===== src/hdl/jsu_pkg.sv =====
// Package for the JSON string unescaper: shared types, status codes and
// character constants. No dependencies; every other file but jsu_in_if imports it.

package jsu_pkg;

    localparam int QUEUE_DEPTH = 4;

    typedef enum logic [2:0] {
        PH_IDLE = 3'd0,
        PH_STR  = 3'd1,
        PH_ESC  = 3'd2,
        PH_HEX  = 3'd3
    } phase_t;

    typedef enum logic [2:0] {
        ST_BYTE   = 3'd0,
        ST_CLOSED = 3'd1,
        ST_NOOPEN = 3'd2,
        ST_CTRL   = 3'd3,
        ST_BADESC = 3'd4,
        ST_BADHEX = 3'd5,
        ST_TRUNC  = 3'd6
    } status_t;

    typedef enum logic [1:0] {
        CMD_BYTE   = 2'd0,
        CMD_STATUS = 2'd1,
        CMD_CODE   = 2'd2
    } cmd_op_t;

    // One queued request for the back end: a plain byte, a status, or a
    // code point that still has to be expanded to UTF-8.
    typedef struct packed {
        cmd_op_t     op;
        status_t     status;
        logic [15:0] data;
    } cmd_t;

    localparam logic [7:0] CH_QUOTE   = 8'h22;
    localparam logic [7:0] CH_BSLASH  = 8'h5c;
    localparam logic [7:0] CH_SLASH   = 8'h2f;
    localparam logic [7:0] CH_LOW_B   = 8'h62;
    localparam logic [7:0] CH_LOW_F   = 8'h66;
    localparam logic [7:0] CH_LOW_N   = 8'h6e;
    localparam logic [7:0] CH_LOW_R   = 8'h72;
    localparam logic [7:0] CH_LOW_T   = 8'h74;
    localparam logic [7:0] CH_LOW_U   = 8'h75;
    localparam logic [7:0] CH_BS      = 8'h08;
    localparam logic [7:0] CH_FF      = 8'h0c;
    localparam logic [7:0] CH_LF      = 8'h0a;
    localparam logic [7:0] CH_CR      = 8'h0d;
    localparam logic [7:0] CH_TAB     = 8'h09;
    localparam logic [7:0] CTRL_LIMIT = 8'h20;

    localparam logic [15:0] UTF8_MAX1 = 16'h007f;
    localparam logic [15:0] UTF8_MAX2 = 16'h07ff;
    localparam logic [7:0]  LEAD2     = 8'hc0;
    localparam logic [7:0]  LEAD3     = 8'he0;
    localparam logic [7:0]  CONT      = 8'h80;

endpackage


===== src/hdl/jsu_queue.sv =====
// Short request queue between the front and back ends of the unescaper.
// Depends on jsu_pkg for the request type.

module jsu_queue import jsu_pkg::*;
#(
    parameter int DEPTH = QUEUE_DEPTH
)
(
    input  logic clk,
    input  logic rst_n,
    input  logic push,
    input  cmd_t push_cmd,
    output logic full,
    input  logic pop,
    output logic head_valid,
    output cmd_t head_cmd
);

    localparam int PTR_W = $clog2(DEPTH);
    localparam int CNT_W = $clog2(DEPTH + 1);

    cmd_t             mem_reg [DEPTH];
    logic [PTR_W-1:0] wr_ptr_reg, wr_ptr_next;
    logic [PTR_W-1:0] rd_ptr_reg, rd_ptr_next;
    logic [CNT_W-1:0] count_reg, count_next;

    assign full       = count_reg == CNT_W'(DEPTH);
    assign head_valid = count_reg != '0;
    assign head_cmd   = mem_reg[rd_ptr_reg];

    always_ff @(posedge clk)
    begin
        if (push)
        begin
            mem_reg[wr_ptr_reg] <= push_cmd;
        end
    end

    always_comb
    begin
        wr_ptr_next = wr_ptr_reg;
        rd_ptr_next = rd_ptr_reg;
        count_next  = count_reg;
        if (push)
        begin
            wr_ptr_next = (wr_ptr_reg == PTR_W'(DEPTH - 1)) ? '0 : wr_ptr_reg + PTR_W'(1);
        end
        if (pop)
        begin
            rd_ptr_next = (rd_ptr_reg == PTR_W'(DEPTH - 1)) ? '0 : rd_ptr_reg + PTR_W'(1);
        end
        if (push && !pop)
        begin
            count_next = count_reg + CNT_W'(1);
        end
        else if (pop && !push)
        begin
            count_next = count_reg - CNT_W'(1);
        end
    end

    always_ff @(posedge clk or negedge rst_n)
    begin
        if (!rst_n)
        begin
            wr_ptr_reg <= '0;
            rd_ptr_reg <= '0;
            count_reg  <= '0;
        end
        else
        begin
            wr_ptr_reg <= wr_ptr_next;
            rd_ptr_reg <= rd_ptr_next;
            count_reg  <= count_next;
        end
    end

`ifndef NO_ASSERTIONS
    a_no_overflow: assert property (@(posedge clk) disable iff (!rst_n)
        full |-> !push)
        else $error("request pushed into a full queue");

    a_no_underflow: assert property (@(posedge clk) disable iff (!rst_n)
        pop |-> head_valid)
        else $error("request popped from an empty queue");
`endif

endmodule


===== config.mk =====
export PLATFORM = sky130hd
export DESIGN_NAME = jsu_queue
export DESIGN_NICKNAME = d
export VERILOG_FILES = /design/src/hdl/jsu_pkg.sv /design/src/hdl/jsu_queue.sv
export SDC_FILE = /design/constraint.sdc
export NUM_CORES = 1
export LEC_CHECK = 0
export BUFFER_PORTS_ARGS = -buffer_cell sky130_fd_sc_hd__clkbuf_2
export CELL_PAD_IN_SITES_DETAIL_PLACEMENT = 0
export CELL_PAD_IN_SITES_GLOBAL_PLACEMENT = 1
export CORE_ASPECT_RATIO = 1.25
export CORE_MARGIN = 4
export CORE_UTILIZATION = 49
export DETAILED_ROUTE_END_ITERATION = 10
export PLACE_DENSITY_LB_ADDON = 0.1
export SLEW_MARGIN = 20
export SYNTH_ARGS = -nofsm -noshare
export SYNTH_HDL_FRONTEND = slang
export SYNTH_SLANG_ARGS = --single-unit

===== constraint.sdc =====
create_clock -name clk -period 1.7 [get_ports clk]
set_input_delay 0.34 -clock clk [delete_from_list [all_inputs] [get_ports clk]]
set_output_delay 0.34 -clock clk [all_outputs]
set_load 0.005 [all_outputs]

# After elaboration in Yosys (flattened, before gate mapping)

Memory sizes are Yosys's and may differ from the RTL's.
Cells that the tools add are included.

Input port bits: 25
Bits in writable memories: 84
Output and inout port bits: 23
Logic and storage cells: 23
Memories: 1
Flip-flop bits (word level): 7

$add $sub $neg: 4
Equality and inequality tests: 3
Mux-type cells: 6
Reduce and logical (&&, ||, !) cells: 6

Memory list:

| memory  | depth | width | read ports | clocked after memory_dff | write ports | line            | text |
|---|---|---|---|---|---|---|---|
| mem_reg | 4     | 21    | 1          | 0                        | 1           | jsu_queue.sv:22 | `cmd_t mem_reg [DEPTH];` |

Operators by type and width:

| operator                                          | count |
|---|---|
| 2-to-1 mux 3 bit                                  | 2 |
| adder 2 x 1 -> 2 bit (second input constant)      | 2 |
| equality test 2 bit (second input constant)       | 2 |
| 2-to-1 mux 2 bit                                  | 2 |
| adder 3 x 1 -> 3 bit (second input constant)      | 1 |
| equality test 3 bit (second input constant)       | 1 |
| nonzero test 3 bit                                | 1 |
| subtractor 3 x 1 -> 3 bit (second input constant) | 1 |
| logical AND 1 bit                                 | 2 |
| logical NOT 1 bit                                 | 2 |
| 2-to-1 mux 1 bit                                  | 2 |
| nonzero test 2 bit                                | 1 |

# Longest topological paths before layout

Depth after elaboration: 4
Gate-level depth with buffers: 7
Mapped depth without buffers: 7

# Worst setup path before layout

No wires, ideal clock.

Kind: reg2reg
From: register wr_ptr_reg[0]
To: memory mem_reg[2][0] (netlist bit), enable pin
Data arrival time: 1.165 ns
Stages on the path, launching flop included: 4
Slack: 0.156 ns
Required time: 1.321 ns
Cells stage by stage: dfrtp_1 inv_1 ha_1 and2_1

RTL lines:

| item                     | line            | text |
|---|---|---|
| start: declaration       | jsu_queue.sv:23 | `logic [PTR_W-1:0] wr_ptr_reg, wr_ptr_next;` |
| start signal: assignment | jsu_queue.sv:72 | `wr_ptr_reg <= wr_ptr_next;` |
| end: declaration         | jsu_queue.sv:22 |  |

No word-level cell before the write port.

==> impl_metrics.csv <==
group,metric,value,unit
logic_synthesis,ys_warn_count,0,
route,vias_per_cell,5.09,
clock_network,clock-sinks,91,
grt,grt-ovfl-total,0,
power_and_ir_drop,pwr_density_cell,1530,nW/µm²
power_and_ir_drop,clockPowerShare,0.214,
cells_and_area,final_net_count,250,
route,ant_nets,0,
clock_network,cts_tree,"yes",
power_and_ir_drop,comb_power_share,0.300,
grt,grt_max_degree,15,
sta,hold_violations,0,
logic_synthesis,seq_area_frac_synth,0.775,
power_and_ir_drop,peakVddDrop,0.790,mV
clock_network,cts_buffers,9,
route,firstDrtPassIters,4,
logic_synthesis,synth_nets,179,
clock_network,clockBufferDepth,2,
power_and_ir_drop,p_sw,1.69,mW
cells_and_area,postLayoutCellArea,4100,µm²
logic_synthesis,ys_ff_latch,91,
grt,grt_usage,0.148,
logic_synthesis,synth_cells,147,
sta,slew_headroom,0.861,
setup_path,crit_buf_inv,2,
cells_and_area,final_cell_mix,"edfxtp_1, clkbuf_2, mux4_2, buf_4, clkbuf_8",
clock_network,clk_latency,340,ps
setup_path,required,1360,ps
sta,slew_violations,0,
power_and_ir_drop,seqPwrFrac,0.486,
setup_path,crit_chain,"buf_12, mux4_2, clkbuf_2",
hold_path,hold_class,"in -> reg",
logic_synthesis,synth_xor_area_frac,0.00755,
power_and_ir_drop,power,6.26,mW
clock_network,root_buffer,"clkbuf_8",
floorplan,ios,48,
setup_path,critPathLaunch,"rd_ptr_reg[0]",
power_and_ir_drop,netSwitchingFraction,0.270,
grt,antenna_found_initial,0,
route,postRouteWirelength,5740,µm
logic_synthesis,synth_simple_gate_area_frac,0.0162,
logic_synthesis,synth.top_cells.by_area,"edfxtp_1, mux4_2, dfrtp_1, mux4_1, ha_1",
setup_path,endpoint_kind,"output port",
route,wl_per_cell,18.4,µm
clock_network,clk_pin_slew,80,ps
sta,setup_violations,21,
cells_and_area,drive_above_1_share,0.455,
run_status,outcome,"finished with violations",
floorplan,die_x,83.4,µm
floorplan,start_util,0.502,
floorplan,num_rows,34,
cells_and_area,final_common_cell,"edfxtp_1",
logic_synthesis,netlist_area,3480,µm²
logic_synthesis,synth_top_family_by_area,"multiplexers",
run,cap_violations,0,
cells_and_area,area_delta_synth_final,17.9,%
power_and_ir_drop,total_leakage_power,1.49,nW
route,drc_errors,0,
logic_synthesis,yosys.area.top_type,"edfxtp_1",
sta,max_freq,0.517,GHz
setup_path,crit_type,"reg -> out",
placement,dp_hpwl,3990,µm
logic_synthesis,netlist.area_leader.share,0.725,
setup_path,start_kind,"flop",
floorplan,fp.coreArea,6930,µm²
setup_path,crit_arrival,1590,ps
logic_synthesis,synth-adder-area-share,0.0273,
cells_and_area,largest_register_ff_count,84,
route,vias,1587,
logic_synthesis,avgSynthCellArea,23.7,µm²
sta,rsz0062_at_grt,"true",
placement,port-buffer-count,47,
placement,finalWeightedCongestion,0.636,
floorplan,dieArea,8520,µm²
power_and_ir_drop,p_int,4.57,mW
logic_synthesis,synthMuxAreaShare,0.146,
setup_path,cpPeakStageDelay,520,ps
cells_and_area,post-route-util,0.592,
sta,setup_slack,-235,ps
sta,clock_skew,8.70,ps
setup_path,crit_fanout,13,
sta,timing.final.crit_share,1.14,
setup_path,r2r-start,"count_reg[0]",
setup_path,slowest_stage,"mux4_2",
sta,finalSetupTns,-4260,ps
route,first_iter_violations,145,
run_status,failed_checks,"negative setup slack",
logic_synthesis,synthDistinctLibCells,22,
cells_and_area,antenna_cells,0,
setup_path,cp_top_family,"multiplexers",
grt,grt_pass1_wl,9390,µm
clock_network,htreeDepth,3,
floorplan,die-height,102,µm
sta,min_period,1930,ps
hold_path,min_from,"push_cmd[6]",
grt,grt_pass1_vias,1814,
placement,dpl-instance-area,3900,µm²
sta,worstMarginPinSlew,209,ps
logic_synthesis,synth_compound_area_frac,0.00503,
[worst reg2reg max path, stage by stage, from the launching register on]
cell     delay, ps
dfrtp_1        440
fa_1           450
xor2_1         150
nor2_1         110
xor2_1         160
[layout make-up]
type / count / area [µm²]
clock buffers: 10 / 128
clock inverters: 5 / 55.1
fillers: 533 / 2830
inverters: 5 / 18.8
multi-input cells: 46 / 691
flip-flops and latches: 91 / 2700
well taps: 90 / 113
repair buffers: 65 / 399
[layer usage]
| layer | GRT usage | vias to the layer above | part of all wire |
|---|---|---|---|
| li1 | - | 734 | - |
| met5 | 0 | - | 0 |
| met1 | 0.173 | 812 | 0.40 |
| met2 | 0.267 | 35 | 0.54 |
| met3 | 0.0419 | 6 | 0.048 |
| met4 | 0.0453 | 0 | 0.011 |
[path summary, 6_finish.rpt]
| check | cells past startpoint | slack, ps | end |
|---|---|---|---|
| max in group asynchronous | 2 | 1140 | rd_ptr_reg[0] |
| min | 1 | 220 | mem_reg[2][6] |
| min reg2reg | 1 | 500 | count_reg[2] |
| max | 3 | -230 | head_cmd[9] |
| max reg2reg | 4 | 310 | count_reg[2] |
| min in group asynchronous | 2 | 370 | count_reg[0] |
[logic make-up (layout without fill, tap and decap cells)]
family / Yosys count / count (layout)
DFF: 91 / 91
muxes: 23 / 23
and+or+nand+nor: 10 / 10
buffers and inverters: 10 / 85
adders and majority gates: 7 / 7
AOI/OAI and AO/OA: 3 / 3
xor gates and xnor gates: 3 / 3
[power groups by stage]
stage	registers [mW]	clock network, mW	logic, mW
6_report	3.04	1.34	1.88
5_1_grt	3.08	1.48	2.07
4_1_cts	3.04	1.38	1.94
3_5_place_dp	3.09	0	1.87
3_3_place_gp	3.06	0	1.82
2_1_floorplan	3.04	0	1.19
[synth_stat cells, drive strengths merged]
cell,instances
buf,5
dfrtp,7
nand3,1
xnor2,1
inv,5
xor2,2
fa,1
edfxtp,84
ha,6
nor3b,1
o21ai,2
nor2,1
nor3,1
mux2,2
nand2,1
mux4,21
or3,1
and2,4
a21o,1
[what timing repair did]
item                                    CTS  global route
resized for setup                         5             3
endpoints found under the setup margin   21            21
setup buffers                             2             0
pin swaps                                 0             0
hold endpoints to repair                  7             0
hold buffers                              1             0
[stage by stage]
step                instances  hold WS (ps)  setup WS [ps]
finish                    312           216           -235
global route              312           199           -315
CTS                       313           206           -248
detailed placement        295           192           76.0
global placement          295           183            124
floorplan                 147          44.4            156
Note: power is estimated with default switching activity, not from simulation.
