==> config.mk <==
export PLATFORM = sky130hd
export DESIGN_NAME = jsu_front_flat
export DESIGN_NICKNAME = d
export VERILOG_FILES = /design/src/hdl/jsu_pkg.sv /design/src/hdl/jsu_in_if.sv /design/src/hdl/jsu_front.sv /design/src/flat_wrapper.sv
export SDC_FILE = /design/constraint.sdc
export NUM_CORES = 1
export LEC_CHECK = 0
export BUFFER_PORTS_ARGS = -buffer_cell sky130_fd_sc_hd__buf_2
export CAP_MARGIN = 20
export CORE_ASPECT_RATIO = 1.25
export CORE_MARGIN = 4
export CORE_UTILIZATION = 55
export CTS_BUF_LIST = sky130_fd_sc_hd__clkbuf_4
export CTS_CLUSTER_SIZE = 28
export DETAILED_ROUTE_END_ITERATION = 12
export PLACE_DENSITY = 0.82
export SLEW_MARGIN = 20
export SYNTH_ARGS = -nofsm -noshare
export SYNTH_HDL_FRONTEND = slang
export SYNTH_SLANG_ARGS = --single-unit
==> constraint.sdc <==
create_clock -name clk -period 6.9 [get_ports clk]
set_input_delay 1.38 -clock clk [delete_from_list [all_inputs] [get_ports clk]]
set_output_delay 1.38 -clock clk [all_outputs]
set_load 0.1 [all_outputs]
==> src/hdl/jsu_pkg.sv <==
// Package for the JSON string unescaper: shared types, status codes and
// character constants. No dependencies; every other file but jsu_in_if imports it.

package jsu_pkg;

    localparam int QUEUE_DEPTH = 4;

    typedef enum logic [2:0] {
        PH_IDLE = 3'd0,
        PH_STR  = 3'd1,
        PH_ESC  = 3'd2,
        PH_HEX  = 3'd3
    } phase_t;

    typedef enum logic [2:0] {
        ST_BYTE   = 3'd0,
        ST_CLOSED = 3'd1,
        ST_NOOPEN = 3'd2,
        ST_CTRL   = 3'd3,
        ST_BADESC = 3'd4,
        ST_BADHEX = 3'd5,
        ST_TRUNC  = 3'd6
    } status_t;

    typedef enum logic [1:0] {
        CMD_BYTE   = 2'd0,
        CMD_STATUS = 2'd1,
        CMD_CODE   = 2'd2
    } cmd_op_t;

    // One queued request for the back end: a plain byte, a status, or a
    // code point that still has to be expanded to UTF-8.
    typedef struct packed {
        cmd_op_t     op;
        status_t     status;
        logic [15:0] data;
    } cmd_t;

    localparam logic [7:0] CH_QUOTE   = 8'h22;
    localparam logic [7:0] CH_BSLASH  = 8'h5c;
    localparam logic [7:0] CH_SLASH   = 8'h2f;
    localparam logic [7:0] CH_LOW_B   = 8'h62;
    localparam logic [7:0] CH_LOW_F   = 8'h66;
    localparam logic [7:0] CH_LOW_N   = 8'h6e;
    localparam logic [7:0] CH_LOW_R   = 8'h72;
    localparam logic [7:0] CH_LOW_T   = 8'h74;
    localparam logic [7:0] CH_LOW_U   = 8'h75;
    localparam logic [7:0] CH_BS      = 8'h08;
    localparam logic [7:0] CH_FF      = 8'h0c;
    localparam logic [7:0] CH_LF      = 8'h0a;
    localparam logic [7:0] CH_CR      = 8'h0d;
    localparam logic [7:0] CH_TAB     = 8'h09;
    localparam logic [7:0] CTRL_LIMIT = 8'h20;

    localparam logic [15:0] UTF8_MAX1 = 16'h007f;
    localparam logic [15:0] UTF8_MAX2 = 16'h07ff;
    localparam logic [7:0]  LEAD2     = 8'hc0;
    localparam logic [7:0]  LEAD3     = 8'he0;
    localparam logic [7:0]  CONT      = 8'h80;

endpackage

==> src/hdl/jsu_in_if.sv <==
// Input channel of the JSON string unescaper: one text byte per request.
// Depends on nothing but the handshake convention valid/ready.

interface jsu_in_if;
    logic       valid;
    logic       ready;
    logic [7:0] data_byte;
    logic       starts_string;
    logic       ends_input;

    modport source (output valid, data_byte, starts_string, ends_input, input ready);
    modport sink (input valid, data_byte, starts_string, ends_input, output ready);
endinterface

==> src/hdl/jsu_front.sv <==
// Front end of the JSON string unescaper: accepts text bytes, tracks the
// string state and queues one request per input that has results.
// Depends on jsu_pkg and jsu_in_if.

module jsu_front import jsu_pkg::*;
(
    input  logic     clk,
    input  logic     rst_n,
    jsu_in_if.sink   text,
    input  logic     full,
    output logic     push,
    output cmd_t     push_cmd
);

    phase_t      phase_reg, phase_next;
    logic [1:0]  hex_count_reg, hex_count_next;
    logic [15:0] code_accum_reg, code_accum_next;
    logic        accept;
    logic [4:0]  digit;
    logic [15:0] accum_shift;

    function automatic logic [4:0] hex_decode(input logic [7:0] c);
        logic [4:0] r;
        r = 5'd0;
        if (c >= 8'h30 && c <= 8'h39) r = {1'b1, c[3:0]};
        else if ((c >= 8'h61 && c <= 8'h66) || (c >= 8'h41 && c <= 8'h46))
            r = {1'b1, c[3:0] + 4'd9};
        return r;
    endfunction

    assign text.ready  = !full;
    assign accept      = text.valid && text.ready;
    assign digit       = hex_decode(text.data_byte);
    assign accum_shift = {code_accum_reg[11:0], digit[3:0]};

    always_ff @(posedge clk or negedge rst_n)
    begin
        if (!rst_n)
        begin
            phase_reg      <= PH_IDLE;
            hex_count_reg  <= 2'd0;
            code_accum_reg <= 16'd0;
        end
        else
        begin
            phase_reg      <= phase_next;
            hex_count_reg  <= hex_count_next;
            code_accum_reg <= code_accum_next;
        end
    end

    always_comb
    begin
        phase_next      = phase_reg;
        hex_count_next  = hex_count_reg;
        code_accum_next = code_accum_reg;
        push            = 1'b0;
        push_cmd        = '{op: CMD_STATUS, status: ST_BYTE, data: 16'd0};
        if (accept)
        begin
            if (text.starts_string)
            begin
                hex_count_next  = 2'd0;
                code_accum_next = 16'd0;
                if (text.ends_input || text.data_byte != CH_QUOTE)
                begin
                    phase_next      = PH_IDLE;
                    push            = 1'b1;
                    push_cmd.status = ST_NOOPEN;
                end
                else
                begin
                    phase_next = PH_STR;
                end
            end
            else if (text.ends_input)
            begin
                if (phase_reg != PH_IDLE)
                begin
                    phase_next      = PH_IDLE;
                    hex_count_next  = 2'd0;
                    code_accum_next = 16'd0;
                    push            = 1'b1;
                    push_cmd.status = ST_TRUNC;
                end
            end
            else
            begin
                unique case (phase_reg)
                    PH_STR:
                    begin
                        push = 1'b1;
                        if (text.data_byte == CH_QUOTE)
                        begin
                            phase_next      = PH_IDLE;
                            push_cmd.status = ST_CLOSED;
                        end
                        else if (text.data_byte < CTRL_LIMIT)
                        begin
                            phase_next      = PH_IDLE;
                            push_cmd.status = ST_CTRL;
                        end
                        else if (text.data_byte == CH_BSLASH)
                        begin
                            phase_next = PH_ESC;
                            push       = 1'b0;
                        end
                        else
                        begin
                            push_cmd.op   = CMD_BYTE;
                            push_cmd.data = {8'd0, text.data_byte};
                        end
                    end
                    PH_ESC:
                    begin
                        push        = 1'b1;
                        phase_next  = PH_STR;
                        push_cmd.op = CMD_BYTE;
                        unique case (text.data_byte) inside
                            CH_QUOTE, CH_BSLASH, CH_SLASH:
                                push_cmd.data = {8'd0, text.data_byte};
                            CH_LOW_B: push_cmd.data = {8'd0, CH_BS};
                            CH_LOW_F: push_cmd.data = {8'd0, CH_FF};
                            CH_LOW_N: push_cmd.data = {8'd0, CH_LF};
                            CH_LOW_R: push_cmd.data = {8'd0, CH_CR};
                            CH_LOW_T: push_cmd.data = {8'd0, CH_TAB};
                            CH_LOW_U:
                            begin
                                push            = 1'b0;
                                phase_next      = PH_HEX;
                                hex_count_next  = 2'd0;
                                code_accum_next = 16'd0;
                            end
                            default:
                            begin
                                phase_next      = PH_IDLE;
                                push_cmd.op     = CMD_STATUS;
                                push_cmd.status = ST_BADESC;
                            end
                        endcase
                    end
                    PH_HEX:
                    begin
                        if (!digit[4])
                        begin
                            phase_next      = PH_IDLE;
                            hex_count_next  = 2'd0;
                            code_accum_next = 16'd0;
                            push            = 1'b1;
                            push_cmd.status = ST_BADHEX;
                        end
                        else if (hex_count_reg != 2'd3)
                        begin
                            hex_count_next  = hex_count_reg + 2'd1;
                            code_accum_next = accum_shift;
                        end
                        else
                        begin
                            phase_next      = PH_STR;
                            hex_count_next  = 2'd0;
                            code_accum_next = 16'd0;
                            push            = 1'b1;
                            push_cmd.op     = CMD_CODE;
                            push_cmd.data   = accum_shift;
                        end
                    end
                    default:
                    begin
                        phase_next = PH_IDLE;
                    end
                endcase
            end
        end
    end

`ifndef NO_ASSERTIONS
    a_error_goes_idle: assert property (@(posedge clk) disable iff (!rst_n)
        push && push_cmd.op == CMD_STATUS |=> phase_reg == PH_IDLE)
        else $error("front did not return to idle after a status request");

    a_hex_count_only_in_hex: assert property (@(posedge clk) disable iff (!rst_n)
        hex_count_reg != 2'd0 |-> phase_reg == PH_HEX)
        else $error("hex digit count left over outside a unicode escape");
`endif

endmodule

==> src/flat_wrapper.sv <==
// flat-port wrapper written by rule: the top's interface ports become plain ports
module jsu_front_flat import jsu_pkg::*;
  (clk, rst_n, full, push, push_cmd, text_valid, text_data_byte, text_starts_string, text_ends_input, text_ready);
  jsu_in_if text_i ();
  input  logic clk;
  input  logic rst_n;
  input  logic full;
  output logic push;
  output cmd_t push_cmd;
  input wire logic [$bits(text_i.valid)-1:0] text_valid;
  input wire logic [$bits(text_i.data_byte)-1:0] text_data_byte;
  input wire logic [$bits(text_i.starts_string)-1:0] text_starts_string;
  input wire logic [$bits(text_i.ends_input)-1:0] text_ends_input;
  output wire logic [$bits(text_i.ready)-1:0] text_ready;
  assign text_i.valid = text_valid;
  assign text_i.data_byte = text_data_byte;
  assign text_i.starts_string = text_starts_string;
  assign text_i.ends_input = text_ends_input;
  assign text_ready = text_i.ready;
  jsu_front u_core (.clk(clk), .rst_n(rst_n), .text(text_i), .full(full), .push(push), .push_cmd(push_cmd));
endmodule
# After elaboration in Yosys (flattened, before gate mapping)
# Index checks and enable logic that the tools add are counted.
# Widths: inputs -> output; s select.
# totals
ff_bits	17
latchBits	0
ramBits	0
rom_bits	0
inputBits	14
output_inout_bits	23
word_cells	108
mem_count	0
# op_classes
n_addsub	2
multipliers	0
div_mod_pow	0
magnitude_cmp	7
eq_ne	18
shift	0
muxes	64
n_bitwise	0
n_reduce_logical	14
# ops
operator	n
$mux 16	6
$mux 12	6
$pmux 21 s3	1
$eq 8x7->1 const B	7
$pmux 8 s6	1
$mux 3	13
$mux 2	14
$pmux 12 s2	1
$mux 21	1
$eq 8x6->1 const B	2
$ge 8x7->1 const B	2
$le 8x7->1 const B	2
$mux 1	13
$mux 5	2
$pmux 3 s3	1
$reduce_or 9->1	1
$ge 8x6->1 const B	1
$le 8x6->1 const B	1
$lt 8x6->1 const B	1
$mux 8	1
$ne 8x6->1 const B	1
$pmux 2 s2	2
$reduce_and 4->1	2
$reduce_or 8->1	1
other kinds (17)	22

# Logic depth before layout (Yosys ltp)
# Gate-level depths: netlist of the first run.
# logic_depth
depth_word	11
depth_mapped	9
depth_no_buf	7

# Worst setup path before layout of the first run
# No wires, ideal clock.
# synth_path
kind	input-to-output
from	input text_data_byte[0]
to	output push_cmd[18] (netlist bit)
t_arrival_ns	4.632
required_time_ns	5.520
setup_slack_ns	0.888
path_stages	8
n_path_buf	1
path_cell_list	inv_1 -> ha_1 -> o21bai_1 -> a2111o_1 -> buf_4 -> a31oi_1 -> a2bb2oi_1 -> a211oi_1
# synth_rtl
item	line	text
start, declared	flat_wrapper.sv:11	input wire logic [$bits(text_i.data_byte)-1:0] text_data_byte;
end, declared	flat_wrapper.sv:9	output cmd_t push_cmd;

==> results of run 1 <==
==> synthesized netlist by cell type, types with 3 or more instances <==
master	count	share of area
sky130_fd_sc_hd__inv_1	6	0.014
sky130_fd_sc_hd__nor3_1	4	0.012
sky130_fd_sc_hd__clkbuf_1	9	0.021
sky130_fd_sc_hd__nor2_1	12	0.028
sky130_fd_sc_hd__a21oi_1	17	0.053
sky130_fd_sc_hd__nand3_1	9	0.028
sky130_fd_sc_hd__ha_1	6	0.046
sky130_fd_sc_hd__and3_1	14	0.054
sky130_fd_sc_hd__dfrtp_1	16	0.25
sky130_fd_sc_hd__nand2b_1	3	0.012
sky130_fd_sc_hd__a31oi_1	6	0.023
sky130_fd_sc_hd__or2_2	3	0.012
sky130_fd_sc_hd__buf_6	3	0.021
sky130_fd_sc_hd__o21a_1	3	0.014
sky130_fd_sc_hd__nor3b_1	4	0.019
sky130_fd_sc_hd__o21ai_0	11	0.034
sky130_fd_sc_hd__nand2_1	18	0.042
sky130_fd_sc_hd__buf_4	3	0.014
sky130_fd_sc_hd__a22o_2	10	0.062
sky130_fd_sc_hd__a21o_1	3	0.014
==> worst max-delay path, delay by kind of cell <==
kind | cells | cell delay [ns]
compound gates | 3 | 1.13
simple gates | 2 | 1.05
buf+inv | 2 | 0.63
==> worst max path at each step <==
stage	from	to	slack (ns)	cells past startpoint
2_1_floorplan	text_data_byte[0]	push_cmd[18]	0.89	8
3_3_place_gp	text_data_byte[3]	push_cmd[2]	1.41	7
3_5_place_dp	text_data_byte[3]	push_cmd[2]	1.36	7
4_1_cts	text_data_byte[3]	push_cmd[2]	1.36	7
5_1_grt	text_data_byte[3]	push_cmd[2]	1.14	7
6_report	text_data_byte[3]	push_cmd[2]	1.33	7
==> cell type report <==
class                   instances  share of cell area
well taps                      34              0.0238
multi-input cells             165               0.614
clock buffers                   3              0.0126
flip-flops and latches         16               0.224
repair buffers                 39               0.113
inverters                       6              0.0126
==> kinds of logic after synthesis <==
logic type | after synthesis | share of synthesized area
xor gates and xnor gates | 1 | 0.00541
buffers and inverters | 22 | 0.0727
muxes | 2 | 0.0139
AOI/OAI and AO/OA | 72 | 0.317
and+or+nand+nor | 84 | 0.297
adders and majority gates | 6 | 0.0464
DFF | 16 | 0.247
==> power groups by stage <==
| stage | registers (mW) | logic (mW) | clock network, mW |
|---|---|---|---|
| floorplan | 0.0991 | 0.0586 | 0 |
| global placement | 0.104 | 0.0722 | 0 |
| detailed placement | 0.103 | 0.0722 | 0 |
| CTS | 0.102 | 0.0726 | 0.0473 |
| global route | 0.103 | 0.0803 | 0.0497 |
| finish | 0.102 | 0.0734 | 0.0458 |
==> cell usage in the layout, fill, tap and decap left out, drive strengths merged, types with 3 or more instances in the layout <==
cell type / n
buf: 39
nand2: 18
a21oi: 17
dfrtp: 16
and3: 14
nor2: 12
o21ai: 12
a22o: 11
nand3: 9
inv: 6
a31oi: 6
ha: 6
nor3: 5
nor3b: 4
nand2b: 3
or2: 3
a21o: 3
o21a: 3
clkbuf: 3
==> layer usage <==
metal	wire [microns]	up-vias
li1	-	826
met1	1790	778
met2	2050	98
met3	301	14
met4	119	0
met5	0	-
==> per-stage QoR <==
| stage | cells | hold slack [ns] | area (sq um) |
|---|---|---|---|
| after floorplan | 203 | 0.464 | 1620 |
| after global placement | 260 | 0.483 | 1770 |
| after detailed placement | 260 | 0.487 | 1770 |
| after CTS | 263 | 0.509 | 1790 |
| after global routing | 263 | 0.515 | 1790 |
| final | 263 | 0.503 | 1790 |
==> results, run 1 <==
- The run finished with clean final reports.
- No sink is reached through more buffers than the 2 on the longest clock path.
- Entering global routing, the biggest net connects 17 pins.
- The total routing usage reported by global routing is 0.221.
- The peak ir drop on the vdd network is 86.9 uV.
- The floorplan die width is about 57 microns.
- The origin of the critical flop-to-flop path is u_core.phase_reg[1].
- After floorplanning, the core was divided into 21 placement rows.
- Counting stages on the worst path, the most repeated cell is sky130_fd_sc_hd__buf_2.
- The origin of the worst min-delay path is u_core.code_accum_reg[11].
- The number of warnings reported in the yosys synthesis log is 0.
- The number of enable-type register cells in the synthesized netlist is 0.
- In this run the remaining antenna-violating nets after routing total 0.
- Gates resized during post-CTS repair numbered 0.
- The number of DRC markers in iteration 0 is 85.
- Setup total negative slack on the finished layout was measured at 0 ns.
- The post-synth net total is between 200 and 250.
- The synthesized instance count is 203.
- The clock reaches the later pin of the worst-skew pair after between 0.2 and 0.3 ns.
- OpenSTA, run right after detailed placement, puts the worst setup slack at 1.36 ns.
- The mean area per synthesized cell is 7.97 sq um.
- The final core utilization is 0.649.
- The post-synthesis to final-layout area growth is 10.7%.
- The floorplan core area is 2760 sq um.
- Setup repair after global routing left no endpoint under its margin.
- In this run, CTS created clock tree buffers numbering 3.
- The first detailed-routing pass ran for 5 iterations.
- The setup slack of the most critical reg-to-reg path is between 4 and 5 ns.
- On the final layout, the worst clock skew is 0.00361 ns.
- The number of setup buffers added after CTS is 0.
- The worst reg2reg path depth is 3.
- After the last flow step, the layout net total stands at 251.
- TritonCTS built the clock tree.
- The stage delay of the slowest cell on the critical path is 0.73 ns.
- The starting density of the core is 0.586.
- Traced cell by cell, the critical path runs through buf_2 > or4b_4 > or3_1 > a21oi_1 > o21ai_0 > a31oi_1 > buf_2.
- Data arrives at the worst endpoint at 4.19 ns.
- The final wirelength is 4.26 mm.
- Of all nets on the critical path, the largest fanout is 14.
- Using the TritonRoute via totals, the vias-per-cell ratio works out to 6.52.
- The required time reported for the critical path endpoint is 5.52 ns.
- STA classifies the critical path endpoint as a primary output.
- The clock period could shrink to 5.57 ns.
- The via count of the first global-routing pass is 1597.
- The layer with the highest usage is met2.
- Of the cells placed in the final design, the portion with a size suffix greater than 1 is 0.279.
- The portion of the clock cycle consumed by the worst path in the final layout is 0.807.
- The total area of multi-input combinational cells is around 1100 sq um.
- Of the total power, registers draw 0.461.
- Of all flip-flops after synthesis, the portion carrying an async set or reset was 1.00.
- In the final routed layout, each cell accounts on average for 16.2 microns.
- The proportion of total power due to net switching is 0.378.
- Registers take 400 sq um.
- For met2 alone, demand over resource in global routing was 0.386.
- The slowest stage cell on the critical path is sky130_fd_sc_hd__a21oi_1.
- Counting instances, the worst hold path has a depth of 1.
- The internal power of the cells is 138 uW.
- The number of antenna violations at the first check in global routing is 0.
- The min-delay analysis places its worst path in the category flop to flop.
- The hold violation total from the final report was 0.
- In this run the critical register-to-register path is captured at u_core.hex_count_reg[1].
- The actual transition at the worst max-transition pin is 0.910 ns.
- The number of setup violations in the final report is 0.
- For this design the total switching power over the nets is 83.4 uW.
- The first global-routing pass estimated 6.98 mm of wire.
- The global-route met1 utilization is 0.277.
- During I/O placement, the number of pins put on the boundary was 37.
- For met3 alone, demand over resource in global routing was 0.0168.
- The achievable frequency is 180 MHz.
- The destination of the worst hold path is u_core.code_accum_reg[11].
- Buffers inserted to repair hold after CTS numbered 0.
- The detailed placer's ending HPWL is 3.30 mm.
- Synthesis instantiated 54 different standard cells from the library.
- CTS placed an instance of sky130_fd_sc_hd__clkbuf_4 at the clock tree root.
- The relative slew slack is 0.386.
- The max-capacitance violation count is 0.
- After clock tree synthesis, the clock-pin slew on the worst setup and hold paths is about 0.080 ns.
- Global routing finished with a remaining overflow of 0.
- CTS built an H-tree with a depth of 1.
- The filler cells instantiated in the layout total 283.
- The worst setup path category is primary input to primary output.
- Of the total power, the clock network draws 0.207.
- The CTS sink count is 16.
- The static leakage is between 0.8 and 0.9 nW.
- The most used flip-flop cell after synthesis is sky130_fd_sc_hd__dfrtp_1.
- The repair_antennas step left the layout with diodes totalling 0.
- The number of storage elements in the synthesis netlist is 16.
- The part of the Yosys area used for sequential elements is 0.247.
- The total power per unit cell area is 123 nW/um^2.
- Setup slack on the critical path of the routed design comes to 1.33 ns.
- The final-report max-slew violation count came to 0.
- The flip-flop count of the largest register, all copies and words added is 12.
- The vertical extent of the die is 68.6 microns.
- In the routed design, unresolved DRC markers number 0.
- Port buffering added 36 buffers.
- The routed layout has 1716 vias.
- The floorplan step defined a die boundary enclosing approximately 3900 sq um.
- In this run the cell area of the synthesized design comes to 1620 sq um.
- Total power for the finished layout comes to 221 uW.
- The combinational power share is 0.332.
- The final RePlAce weighted congestion is 0.925.
- STA classifies the critical path startpoint as a primary input.
No activity file was read; power rests on OpenSTA's default activity.
==> run 2, diff against run 1 <==
--- a/config.mk
+++ b/config.mk
@@ -5,6 +5,7 @@
 export SDC_FILE = /design/constraint.sdc
 export NUM_CORES = 1
 export LEC_CHECK = 0
+export ABC_AREA = 1
 export BUFFER_PORTS_ARGS = -buffer_cell sky130_fd_sc_hd__buf_2
 export CAP_MARGIN = 20
 export CORE_ASPECT_RATIO = 1.25
@@ -13,7 +14,7 @@
 export CTS_BUF_LIST = sky130_fd_sc_hd__clkbuf_4
 export CTS_CLUSTER_SIZE = 28
 export DETAILED_ROUTE_END_ITERATION = 12
-export PLACE_DENSITY = 0.82
+export PLACE_DENSITY = 0.81
 export SLEW_MARGIN = 20
 export SYNTH_ARGS = -nofsm -noshare
 export SYNTH_HDL_FRONTEND = slang
==> constraint.sdc (replaced) <==
create_clock -name clk -period 5.81 [get_ports clk]
set_input_delay 1.162 -clock clk [delete_from_list [all_inputs] [get_ports clk]]
set_output_delay 1.162 -clock clk [all_outputs]
set_load 0.1 [all_outputs]
==> run 2 against run 1 <==
Clock power up 33%; highest routed layer unchanged; die area rose by 5.7%; non-clock buffer count fell by 3; register-to-register slack worse by 0.39 ns; power up 32%; first-iteration DRC count is 12% higher; clock skew grew 0.0017 ns; final cell count up 35%; sequential power is 16% higher; utilization is essentially flat; critical path depth is 7 higher; global-route usage grew 0.46 points.
==> results, run 2 <==
- The total length of routed met2 wires is around 2.1 mm.
- The I/O pin count is 37.
- The detailed-route vias per instance is slightly above 5.
- The total routing usage reported by global routing is 0.226.
- The arrival time of the worst setup path is 3.06 ns.
- The initialized floorplan defines 22 standard-cell rows.
- The highest net fanout along the worst path is 8.
- The post-synth net total is 302.
- In the final routing, the length of wire on met1 measures 1.92 mm.
- For the final routed database, the setup TNS stands at 0 ns.
- The endpoint identified for the worst register-to-register timing path is u_core.code_accum_reg[9].
- The placed instance count is 350.
- The setup slack of the most critical reg-to-reg path is around 4.2 ns.
- For the worst-skew pair, the clock arrives at the later sink with an insertion delay of 0.29 ns.
- TritonCTS built the clock tree.
- The via count of the first global-routing pass was between 1500 and 2000.
- The flow ran to the end, and the final reports show no timing, DRC or antenna violations.
- The worst hold path belongs to the class flop to flop.
- Setup repair after global routing left no endpoint under its margin.
- The worst setup path is of the primary input to primary output kind.
- The CTS sink count is 16.
- The layout filler cell count is 330.
- The number of antenna diodes in the final layout is 0.
- The final layout net count is 339.
- The final core utilization is 0.649.
- The post-synthesis to final-layout area growth is 12.0%.
- The share of the synthesized area in the top cell type is 0.232.
- Summed over all layers, the routed wires come to 4.42 mm.
- STA puts the critical path data required time at 4.65 ns.
- The fraction of layout cells with a size suffix above 1 is 0.230.
- The actual transition at the worst max-transition pin is ~0.52 ns.
- The total area inside the core boundary comes to roughly 3000 sq um.
- The max-capacitance violation count is 0.
- The number of design rule violations left after detail routing is 0.
- In this run, the number of DRC markers left after iteration 0 of detailed routing was 95.
- Along the worst hold path, the cell count comes to 2.
- Clock skew on the completed layout was measured at 0.00533 ns.
- The first global-routing pass estimated 7.31 mm of wire.
- The largest net degree at the start of global routing is 17.
- Leaving out fill and tap cells, the most frequent cell in the layout is sky130_fd_sc_hd__nand2_1.
- The destination of the worst hold path is u_core.code_accum_reg[5].
- Buffers placed on the I/O ports in this run total 36.
- The post-detailed-route count of antenna-violating nets is 0.
- In this run the power density over the cells is 151 nW/um^2.
- The number of setup violations in the final report is 0.
- Before CTS, the worst setup slack after placement is 1.61 ns.
- The TritonCTS buffer count is 3.
- Yosys mapped a number of flops with a built-in enable equal to 0.
- The number of gates resized after CTS was 0.
- In the final routed layout, each cell accounts on average for 12.5 microns.
- Hold repair after CTS inserted 0 buffers.
- CTS built an H-tree with a depth of 1.
- Measured against its own limit, the worst slew margin works out to 0.651.
- The mean area per synthesized cell is 6.11 sq um.
- The global-route congestion overflow total is 0.
- The final-report max-slew violation count is 0.
- Clock tree synthesis selected as its root buffer the cell sky130_fd_sc_hd__clkbuf_4.
- Excluding fillers, the count of instances in the completed layout stands at 354.
- The floorplan die width is about 58 microns.
- In the post-synthesis netlist, the cell with the most instances is sky130_fd_sc_hd__nand2_1.
- The worst reg2reg path depth is 8.
- By count the netlist is led by 76 x sky130_fd_sc_hd__nand2_1, 47 x sky130_fd_sc_hd__inv_1, 44 x sky130_fd_sc_hd__nor2_1.
- In the layout the commonest cells are 76 x sky130_fd_sc_hd__nand2_1, 47 x sky130_fd_sc_hd__inv_1, 44 x sky130_fd_sc_hd__nor2_1, 36 x sky130_fd_sc_hd__buf_2, 16 x sky130_fd_sc_hd__dfrtp_1.
- The starting density of the core is 0.580.
- The die covers 4100 sq um.
- The achievable frequency is roughly 240 MHz.
- The share of the Yosys chip area taken by registers is 0.232.
- Sorting the synthesized cells by area gives the leading types as sky130_fd_sc_hd__dfrtp_1 23%, sky130_fd_sc_hd__nand2_1 17%, sky130_fd_sc_hd__inv_1 10%, sky130_fd_sc_hd__nor2_1 9.6%, sky130_fd_sc_hd__o21ai_2 5.6%.
- After layout, the worst setup slack is about 1.6 ns.
- Final hold analysis gives a worst-case slack of 0.489 ns.
- After clock tree synthesis, the clock-pin slew on the worst setup and hold paths is 0.09 ns.
- The vias after detailed routing is ~1800.
- The hold violation total from the final report is 0.
- The register with the most flip-flops in the layout has 12 of them.
- Synthesis produced a netlist whose cell count is 282.
- In this run the post-CTS setup repair buffer count came out at 0.
- Summed over all instances, the cell type with the most area after synthesis is sky130_fd_sc_hd__dfrtp_1.
- The maximum number of buffers from clock root to sink is 2.
- The startpoint identified for the worst hold timing path is u_core.code_accum_reg[5].
- STA classifies the critical path startpoint as a primary input.
- The multi-input combinational cells in the finished layout cover a total of 1080 sq um.
- The synthesized design contains 16 register bits.
- The cell area that synthesis handed to floorplanning was 1720 sq um.
- The most used flip-flop cell after synthesis is sky130_fd_sc_hd__dfrtp_1.
- The detailed-router iteration count before antenna repair is 4.
- The sequential cell area in the final layout is 400 sq um.
- The final RePlAce weighted congestion is 0.965.
- The portion of the clock cycle consumed by the worst path in the final layout is 0.727.
- The peak ir drop on the vdd network is 148 uV.
- The number of different library cells used by synthesis comes to 23.
- The vertical extent of the die is 70.6 microns.
- After synthesis, the share of flip-flops with an asynchronous set or reset is 1.00.
- The number of antenna violations at the first check in global routing came to 0.
- The HPWL after detailed placement is between 3 and 4 mm.
- The highest metal layer with signal wires is met4.
- In the detailed route, the total length drawn on met3 is 277 microns.
- The worst register-to-register path begins at u_core.phase_reg[1].
- The worst setup path is captured at a primary output.
- The static leakage is 1.03 nW.
- The number of warnings reported in the yosys synthesis log is 0.
- The minimum clock period is 4.23 ns.
-- run 2: critical path: stages --
cell	delay (ns)
sky130_fd_sc_hd__buf_2	0.15
sky130_fd_sc_hd__inv_1	0.13
sky130_fd_sc_hd__ha_1	0.20
sky130_fd_sc_hd__inv_1	0.05
sky130_fd_sc_hd__nand2_1	0.05
sky130_fd_sc_hd__nand2_1	0.05
sky130_fd_sc_hd__nand2_1	0.12
sky130_fd_sc_hd__nand2_4	0.09
sky130_fd_sc_hd__nand2_4	0.14
sky130_fd_sc_hd__nand3_4	0.11
sky130_fd_sc_hd__nor2_2	0.12
sky130_fd_sc_hd__inv_1	0.13
sky130_fd_sc_hd__nor2_1	0.11
sky130_fd_sc_hd__buf_2	0.43
-- run 2: final cells by class --
cell class / count / area share
clock inverter: 1 / 0.00194
sequential: 16 / 0.207
multi-input combinational: 209 / 0.559
inverter: 53 / 0.103
tap: 36 / 0.0233
timing repair buffer: 36 / 0.0933
clock buffer: 3 / 0.0117
-- run 2: how the worst max path moves through the flow --
stage / from / endpoint / slack, ns / cells after the start
CTS: text_data_byte[0] / push_cmd[11] / 1.60 / 14
global placement: text_data_byte[0] / push_cmd[11] / 1.62 / 14
floorplan: full / push_cmd[10] / -0.05 / 7
finish: text_data_byte[0] / push_cmd[11] / 1.58 / 14
detailed placement: text_data_byte[0] / push_cmd[15] / 1.61 / 14
global route: text_data_byte[0] / push_cmd[8] / 1.40 / 14
-- run 2: power breakdown --
| group | internal [mW] | switching (mW) | total [mW] |
|---|---|---|---|
| clock network | 0.0250 | 0.0358 | 0.0608 |
| registers | 0.114 | 0.00391 | 0.118 |
| logic | 0.0281 | 0.0849 | 0.113 |
-- run 2: stage by stage --
stage	total power, mW	cell area, sq um
after CTS	0.292	1930
after global routing	0.312	1930
after global placement	0.231	1900
after floorplan	0.206	1720
after detailed placement	0.231	1900
final	0.292	1930
-- run 2: cells by family after synthesis --
family,Yosys count,share of synthesized area
simple gates,158,0.414
buf+inv,57,0.142
compound gates,42,0.154
flops,16,0.232
fa+ha+maj,6,0.0435
xor+xnor,3,0.0152
-- run 2: per-layer routing --
metal,vias to the layer above,global-route usage
met2,65,0.349
met1,777,0.301
li1,950,-
met5,-,0
met3,11,0.0255
met4,0,0.129
